$ cat config.mk
export PLATFORM = sky130hd
export DESIGN_NAME = qpht_mod
export DESIGN_NICKNAME = d
export VERILOG_FILES = /design/src/rtl/qpht_pkg.sv /design/src/rtl/qpht_mod.sv
export SDC_FILE = /design/constraint.sdc
export NUM_CORES = 1
export LEC_CHECK = 0
export ABC_AREA = 1
export BUFFER_PORTS_ARGS = -buffer_cell sky130_fd_sc_hd__buf_2
export CAP_MARGIN = 20
export CORE_MARGIN = 1
export CORE_UTILIZATION = 40
export CTS_BUF_LIST = sky130_fd_sc_hd__clkbuf_16
export DETAILED_ROUTE_END_ITERATION = 10
export GPL_ROUTABILITY_DRIVEN = 1
export MAX_ROUTING_LAYER = met4
export PLACE_DENSITY_LB_ADDON = 0.3
export SLEW_MARGIN = 30
export SYNTH_ARGS = -nofsm -noshare
export SYNTH_HDL_FRONTEND = slang
export SYNTH_SLANG_ARGS = --single-unit
$ cat constraint.sdc
create_clock -name aclk -period 4.5 [get_ports aclk]
set_clock_uncertainty 0.15 [all_clocks]
set_input_delay 0.675 -clock aclk [delete_from_list [all_inputs] [get_ports aclk]]
set_output_delay 0.675 -clock aclk [all_outputs]
set_load 0.02 [all_outputs]
$ cat src/rtl/qpht_pkg.sv
// shared types and constants for the quadratic probe hash table
// no dependencies; used by every module in rtl
package qpht_pkg;

    localparam int MAX_SLOTS  = 1024;
    localparam int KEY_BITS   = 32;
    localparam int MIN_SIZE   = 5;
    localparam int RESET_SIZE = 11;

    localparam int SLOT_W = $clog2(MAX_SLOTS);
    localparam int SIZE_W = $clog2(MAX_SLOTS + 1);
    localparam int CNT_W  = $clog2(KEY_BITS);

    // stream word widths, packed fields rounded up to whole bytes
    localparam int IN_FIELDS_W  = KEY_BITS + SLOT_W;
    localparam int IN_DATA_W    = ((IN_FIELDS_W + 7) / 8) * 8;
    localparam int OUT_FIELDS_W = SLOT_W + KEY_BITS + 1 + 2;
    localparam int OUT_DATA_W   = ((OUT_FIELDS_W + 7) / 8) * 8;

    typedef enum logic [1:0] {
        KIND_FIND     = 2'd0,
        KIND_INSERT   = 2'd1,
        KIND_RETRIEVE = 2'd2,
        KIND_CLEAR    = 2'd3
    } kind_t;

    typedef enum logic [1:0] {
        STAT_OK     = 2'd0,
        STAT_ABSENT = 2'd1,
        STAT_LIMIT  = 2'd2
    } status_t;

    // one slot of the table store
    typedef struct packed {
        logic                used;
        logic [KEY_BITS-1:0] key;
    } slot_t;

    // slot store write request
    typedef struct packed {
        logic              en;
        logic [SLOT_W-1:0] addr;
        slot_t             data;
    } slot_wr_t;

endpackage

$ cat src/rtl/qpht_mod.sv
// iterative key modulo table size, one dividend bit per cycle
// depends on qpht_pkg
module qpht_mod (
    input  logic                          aclk,
    input  logic                          aresetn,
    input  logic                          start,
    input  logic [qpht_pkg::KEY_BITS-1:0] dividend,
    input  logic [qpht_pkg::SIZE_W-1:0]   divisor,
    output logic                          done,
    output logic [qpht_pkg::SIZE_W-1:0]   remainder
);

    logic                          busy_reg, busy_next;
    logic                          done_reg, done_next;
    logic [qpht_pkg::CNT_W-1:0]    cnt_reg, cnt_next;
    logic [qpht_pkg::KEY_BITS-1:0] shift_reg, shift_next;
    logic [qpht_pkg::SIZE_W-1:0]   rem_reg, rem_next;
    logic [qpht_pkg::SIZE_W:0]     trial;

    // shift in the next dividend bit and subtract once if it fits
    assign trial = {rem_reg, shift_reg[qpht_pkg::KEY_BITS-1]};

    always_comb begin
        busy_next  = busy_reg;
        done_next  = 1'b0;
        cnt_next   = cnt_reg;
        shift_next = shift_reg;
        rem_next   = rem_reg;
        if (start) begin
            busy_next  = 1'b1;
            cnt_next   = '0;
            shift_next = dividend;
            rem_next   = '0;
        end else if (busy_reg) begin
            shift_next = {shift_reg[qpht_pkg::KEY_BITS-2:0], 1'b0};
            if (trial >= {1'b0, divisor}) begin
                rem_next = qpht_pkg::SIZE_W'(trial - {1'b0, divisor});
            end else begin
                rem_next = trial[qpht_pkg::SIZE_W-1:0];
            end
            cnt_next = cnt_reg + 1'b1;
            if (cnt_reg == qpht_pkg::CNT_W'(qpht_pkg::KEY_BITS - 1)) begin
                busy_next = 1'b0;
                done_next = 1'b1;
            end
        end
    end

    always_ff @(posedge aclk) begin
        if (!aresetn) begin
            busy_reg <= 1'b0;
            done_reg <= 1'b0;
            cnt_reg  <= '0;
        end else begin
            busy_reg <= busy_next;
            done_reg <= done_next;
            cnt_reg  <= cnt_next;
        end
        shift_reg <= shift_next;
        rem_reg   <= rem_next;
    end

    assign done      = done_reg;
    assign remainder = rem_reg;

endmodule

* After elaboration in Yosys (flattened, before gate mapping)
Cells that the tools add are included.
** Word-level totals
- Flip-flop bits (word level) :: 50
- Input port bits :: 46
- Output and inout bits :: 12
- Logic and storage cells :: 21
** Operators by class
- Add/sub/neg operators :: 2
- $lt $le $gt $ge :: 1
- Equality and inequality tests :: 1
- Mux-type cells :: 7
- Bitwise operators :: 2
- Reduce and logical (&&, ||, !) cells :: 3
** Operator list (count)
- 2-to-1 mux 32 bit :: 2
- greater-or-equal comparator 12 x 11 -> 1 bit :: 1
- 2-to-1 mux 11 bit :: 1
- subtractor 11 bit :: 1
- adder 5 x 1 -> 5 bit, second input constant :: 1
- equality test 5 bit, second input constant :: 1
- 2-to-1 mux 1 bit :: 4
- OR reduction 3 bit :: 1
- NOT 1 bit :: 2
- nonzero test 2 bit :: 1
- OR reduction 2 bit :: 1

* Depth between registers and ports, before layout
Gate-level depths: netlist (run 1).
- Depth after elaboration :: 4
- Gate-level depth with buffers :: 15
- Depth with buffers taken out :: 14

* Worst setup path after synthesis (run 1)
No wires, ideal clock.
- Kind :: input to register
- From :: input divisor[0] (netlist bit)
- To :: register rem_reg, in the netlist remainder[3]
- Setup time :: 0.149 ns
- Data arrival time :: 2.034 ns
- Required time :: 4.201 ns
- Setup slack :: 2.166 ns
- Stages :: 13
- Path buffers :: 1
- Cell sequence :: ha_1 fa_1 inv_1 nand2_1 nand2_1 nand2_2 nand2_1 nand2_2 nand3_2 buf_6 nand2_1 nand3_2 o21ai_2
** On the way
- Cells in the longest elaborated chain, start to end :: 2
- Elaborated cells on any way between the ends :: 3
- Those cells by class :: add/sub (1); order compare (1); mux (1)
** RTL lines
- from (decl) :: RTL line qpht_mod.sv:8 : input logic [qpht_pkg::SIZE_W-1:0] divisor,
- subtractor 11 bit or greater-or-equal comparator 12 x 11 -> 1 bit (tied branches) :: RTL line qpht_mod.sv:37, qpht_mod.sv:36
- 2-to-1 mux 11 bit (*) :: RTL line qpht_mod.sv:36 : if (trial >= {1'b0, divisor}) begin
- to (signal assigned) :: RTL line qpht_mod.sv:60 : rem_reg <= rem_next;
- to (decl) :: RTL line qpht_mod.sv:17 : logic [qpht_pkg::SIZE_W-1:0] rem_reg, rem_next;
Mark *: on every way between the ends. The rest lies on a longest branch, timed or not.
A chain may end at the register's enable or synchronous reset.

* Final worst setup path (run 1)
- From :: input divisor[0] (netlist bit)
- To :: register rem_reg, in the netlist remainder[0]
Same word-level chain as after synthesis.

==> impl_metrics.tcl, run 1 <==
set metrics [dict create \
    synth_nets 453 \
    drive_gt1_share_pct 19.1 \
    pre_cts_ws_ps 1750 \
    final_common_cell "nand2_1" \
    synth_area_leaders "edfxtp_1, nand2_1, dfxtp_1, inv_1, ha_1" \
    place_inst 537 \
    critPathLaunchType "primary input" \
    die_w_um 88.1 \
    setup_violations 0 \
    rsz0062_at_grt "no" \
    status "finished, final reports clean" \
    final_nets 505 \
    end_kind "flop" \
    antenna_cells 0 \
    seq_area_frac_synth_pct 44.6 \
    fin_cells 545 \
    ant_nets 0 \
    cts_resized 0 \
    worstHoldPathCells 2 \
    cts-root-buf "clkbuf_16" \
    drt_wl_total_um 6050 \
    die_h_um 88.1 \
    synth_area_mm2 0.00296 \
    post_dp_cell_area_mm2 0.00329 \
    largest_reg_flops 32 \
    ios 58 \
    holdPathEnd "cnt_reg[4]$_SDFFE_PP0P_" \
    hold_viol_final 0 \
    io_buffer_count 57 \
    slew_headroom_pct 39.5 \
    worstMarginPinSlew_ps 906 \
    wl_per_cell_um 11.1 \
    fin_crit_sh_pct 55.5 \
    ff2ff_path_depth 13 \
    use_met3_pct 3.39 \
    grt_pass1_wl_um 10100 \
    cts_tree "done" \
    dp_hpwl_um 4350 \
    max_freq_mhz 401 \
    synth_top_area_share_pct 32.4 \
    drt_iter0_drc 154 \
    total_power_mw 1.09 \
    dr.pass1.iters 5 \
    tns_ps 0 \
    fin_area_mm2 0.00346 \
    antenna_found_initial 0 \
    final_util_pct 48.0 \
    setup_slack_ps 2000 \
    syn_avg_cell_area_um2 7.54 \
    ir_drop_uv 160 \
    die_area_mm2 0.00776 \
    postSynthCellCount 393 \
    critPathMaxFanout 12 \
    crit_required_ps 4510 \
    start_util_pct 41.1 \
    use_met1_pct 22.1 \
    grt_pass1_vias 2274 \
    clk_latency_ps 290 \
    drcViolationCount 0 \
    cts.clk_slew.worst_paths_ps 70 \
    p_per_area_mw_per_mm2 316 \
    synth-seq-cells 50 \
    maxSlewViolCount 0 \
    cts_setup_buffers 0 \
    hold_path.class "flop to flop" \
    route.vias.total 2508 \
    h-tree-depth 2 \
    synth_largest_area_cell "edfxtp_1" \
    hold_path_startpoint "cnt_reg[4]$_SDFFE_PP0P_" \
    cts.sink_count 50 \
    reg2reg_from "shift_reg[31]$_DFFE_PP_" \
    p_leak_nw 1.85 \
    grt.busiest_layer "met2" \
    most-common-layout-cells "nand2_1, inv_1, buf_2" \
    grt_use_total_pct 17.4 \
    viasPerCell 4.60 \
    cts_buffers 5 \
    post-route-min-period_ps 2500 \
    hold_slack_ps 333 \
    grt_max_degree 38 \
    core-area_mm2 0.00721 \
    worst_ep_arrival_time_ps 2510 \
    core.rowCount 31 \
    ctsHoldBuffers 0 \
    area.growth.synth_to_final_pct 16.8 \
    routabilityCongestion 0.848 \
    use_met2_pct 27.8 \
    criticalPathCategory "primary input to flop" \
    r2r_end "remainder[0]$_SDFFE_PP0P_" \
    synth.distinct_cells 30 \
    ys_warn_count 0 \
    grt_overflow 0 \
    maxCapViolCount 0 \
    rrSetupSlack_ps 2110 \
    cts_buffer_depth 2 \
]
==> per-layer routing <==
layer / vias up / wire [µm] / part of all wire, %
li1: 1337 / - / -
met1: 1108 / 2970 / 49
met2: 58 / 2780 / 46
met3: 5 / 226 / 3.7
met4: 0 / 65 / 1.1
met5: - / 0 / 0
==> power by group <==
| part | internal, mW | leakage [nW] | total [mW] | switching (mW) |
|---|---|---|---|---|
| Clock | 0.261 | 0.0852 | 0.424 | 0.163 |
| Sequential | 0.528 | 0.475 | 0.539 | 0.0110 |
| Combinational | 0.0488 | 1.29 | 0.131 | 0.0820 |
| Total | 0.838 | 1.85 | 1.09 | 0.256 |
==> Yosys cell counts (all sizes together) <==
library cell	count
nand2	174
inv	63
edfxtp	32
nand3	27
dfxtp	18
nand4	14
nor2	14
ha	13
a21oi	7
buf	7
o21ai	7
clkbuf	6
xor2	3
a211oi	1
a31oi	1
and3	1
fa	1
nor3	1
nor4	1
o21a	1
or2	1
==> kinds of logic after synthesis <==
group,share of synthesized area (%)
XOR/XNOR,0.887
buffers and inverters,10.9
flip-flops,44.6
AND/OR/NAND/NOR,34.2
adder cells (fa/ha/maj),6.17
AO/OA/AOI/OAI,3.34
==> layout make-up <==
class                      count  area (µm²)
fill                         744        3750
clock buffer                   5         125
clock inverter                 3        42.5
multi-input combinational    267        1320
inverter                      63         236
tap                           99         124
timing repair buffer          58         293
sequential                    50        1320
==> worst max path at each step <==
stage,start,end,cells after the start,slack [ps]
3_5_place_dp,divisor[0],remainder[0]$_SDFFE_PP0P_,13,1750
6_report,divisor[0],remainder[0]$_SDFFE_PP0P_,13,2000
3_3_place_gp,divisor[0],remainder[0]$_SDFFE_PP0P_,13,1830
4_1_cts,divisor[0],remainder[0]$_SDFFE_PP0P_,13,2050
5_1_grt,divisor[0],remainder[6]$_SDFFE_PP0P_,13,1880
2_1_floorplan,divisor[0],remainder[3]$_SDFFE_PP0P_,13,2170
==> worst max-delay path: stages <==
cell	delay, ps
buf_2	100
ha_1	210
fa_1	400
inv_1	130
nand2_1	60
nand2_1	100
nand2_2	60
nand2_1	70
nand2_2	160
nand3_2	290
nand2_1	100
nand3_1	70
o21ai_0	80
Note: power is estimated with default switching activity, not from simulation.
==> run 2, diff against run 1 <==
==> constraint.sdc (replaced) <==
create_clock -name aclk -period 2.46 [get_ports aclk]
set_clock_uncertainty 0.15 [all_clocks]
set_input_delay 0.369 -clock aclk [delete_from_list [all_inputs] [get_ports aclk]]
set_output_delay 0.369 -clock aclk [all_outputs]
set_load 0.02 [all_outputs]
==> run 2 against run 1 <==
Count of clock-buffer cells in the layout unchanged. Critical path depth unchanged. Wire length increased by 3.2%. Combinational power increased by 85%. Utilization increased by 0.59 points. Final cell count increased by 0.92%. Non-clock buffer count increased by 5. Sequential cell count unchanged. Design area increased by 1.2%.
==> impl_metrics.tcl, run 2 (synthesis results as in run 1) <==
set metrics [dict create \
    cts_buffer_depth 2 \
    max_stage_delay_ps 400 \
    cpMostUsedCell "nand2_1" \
    die_w_um 88.1 \
    final_nets 510 \
    ant_nets 0 \
    maxSlewViolCount 0 \
    cts_resized 0 \
    hold_path.class "primary input to flop" \
    grt_max_degree 38 \
    dp_hpwl_um 4620 \
    fin_area_mm2 0.00350 \
    h-tree-depth 2 \
    slew_headroom_pct 44.2 \
    final_common_cell "nand2_1" \
    clk_latency_ps 290 \
    max_freq_mhz 458 \
    io_buffer_count 57 \
    criticalPathCategory "flop to flop" \
    final_util_pct 48.6 \
    grt_pass1_wl_um 10200 \
    post-route-min-period_ps 2180 \
    post_dp_cell_area_mm2 0.00333 \
    grt_overflow 0 \
    crit_required_ps 2480 \
    use_met3_pct 2.92 \
    drcViolationCount 0 \
    wl_per_cell_um 11.4 \
    core.rowCount 31 \
    drive_gt1_share_pct 20.2 \
    ff_latch_area_mm2 0.00132 \
    pre_cts_ws_ps 162 \
    maxCapViolCount 0 \
    grt.busiest_layer "met2" \
    die_h_um 88.1 \
    grt_use_total_pct 17.6 \
    ctsHoldBuffers 0 \
    critPathSlowestCell "fa_1" \
    total_power_mw 2.02 \
    antenna_found_initial 0 \
    p_int_mw 1.54 \
    grt_pass1_vias 2302 \
    fin_crit_sh_pct 88.7 \
    use_met2_pct 26.4 \
    nFillCells 748 \
    cts_buffers 5 \
    die_area_mm2 0.00776 \
    viasPerCell 4.67 \
    largest_reg_flops 32 \
    dr.pass1.iters 4 \
    p_switching_uw 482 \
    p_leak_nw 1.86 \
    critPathLaunchType "flop" \
    seq_power_share_pct 48.7 \
    worstMarginPinSlew_ps 832 \
    rsz0062_at_grt "no" \
    drt_wl_total_um 6240 \
    tns_ps 0 \
    start_util_pct 41.1 \
    cts-root-buf "clkbuf_16" \
    clkPwrFrac_pct 39.3 \
    drt_iter0_drc 152 \
    setup_slack_ps 279 \
    setup_violations 0 \
    area.growth.synth_to_final_pct 18.3 \
    status "finished, final reports clean" \
    ir_drop_uv 432 \
    hold_viol_final 0 \
    core-area_mm2 0.00721 \
    critPathMaxFanout 11 \
    cts.sink_count 50 \
    most-common-layout-cells "nand2_1, inv_1, buf_2" \
    multi_input_area_mm2 0.00132 \
    swShare_pct 23.8 \
    use_met1_pct 23.9 \
    cts_tree "done" \
    combPwrFrac_pct 12.0 \
    cts.clk_slew.worst_paths_ps 70 \
    p_per_area_mw_per_mm2 578 \
    ios 58 \
    route.vias.total 2567 \
    routabilityCongestion 0.879 \
    cts_setup_buffers 0 \
    crit_chain "inv_1, ha_1, fa_1, inv_1, nand2_1, nand2_1, nand2_2, nand2_1, nand2_2, nand3_2, nand2_1, nand3_1, o21ai_1" \
    end_kind "flop" \
    antenna_cells 0 \
    worst_ep_arrival_time_ps 2200 \
]
[run 2: cell count changes in the layout (fill, tap and decap cells not counted), sizes merged]
cell | previous run | this run
buf | 58 | 63
inv | 64 | 63
clkinv | 1 | 2
[run 2: final timing paths]
kind                                              start                    endpoint  slack (ps)  depth (start not counted)
worst max-delay path            shift_reg[31]$_DFFE_PP_   remainder[2]$_SDFFE_PP0P_         280                         13
worst min register to register  cnt_reg[4]$_SDFFE_PP0P_     cnt_reg[4]$_SDFFE_PP0P_         330                          2
worst max register to register  shift_reg[31]$_DFFE_PP_   remainder[2]$_SDFFE_PP0P_         280                         13
worst min-delay path                        dividend[0]  shift_reg[0]$_SDFFCE_PN0P_         180                          3
[run 2: layer usage]
layer	routed length (µm)	part of all wire (%)
met5	0	0
met4	116	1.9
met3	176	2.8
met2	2800	45
met1	3150	50
[run 2: worst max-delay path, delay by kind of cell, from the launching register on]
| family | cells | cell delay [ps] |
|---|---|---|
| AND/OR/NAND/NOR | 8 | 730 |
| flip-flops | 1 | 320 |
| AO/OA/AOI/OAI | 1 | 60 |
| buffers and inverters | 2 | 190 |
| adder cells (fa/ha/maj) | 2 | 610 |
[run 2: stage by stage]
stage | hold slack, ps | instances
global route | 190 | 550
CTS | 180 | 550
finish | 185 | 550
floorplan | 292 | 393
global placement | 306 | 542
detailed placement | 322 | 542
[run 2: final cells by class]
cell class	count	area share, %
clock buffer	5	3.57
tap	99	3.53
multi-input combinational	267	37.7
clock inverter	3	1.36
timing repair buffer	63	9.43
sequential	50	37.7
inverter	63	6.75
[run 2: power groups by stage]
stage               clock network, mW  registers, mW  logic, mW
floorplan                           0           1.00      0.162
global placement                    0           1.00      0.242
detailed placement                  0           1.00      0.243
CTS                             0.810          0.986      0.245
global route                    0.857          0.992      0.276
finish                          0.796          0.986      0.243
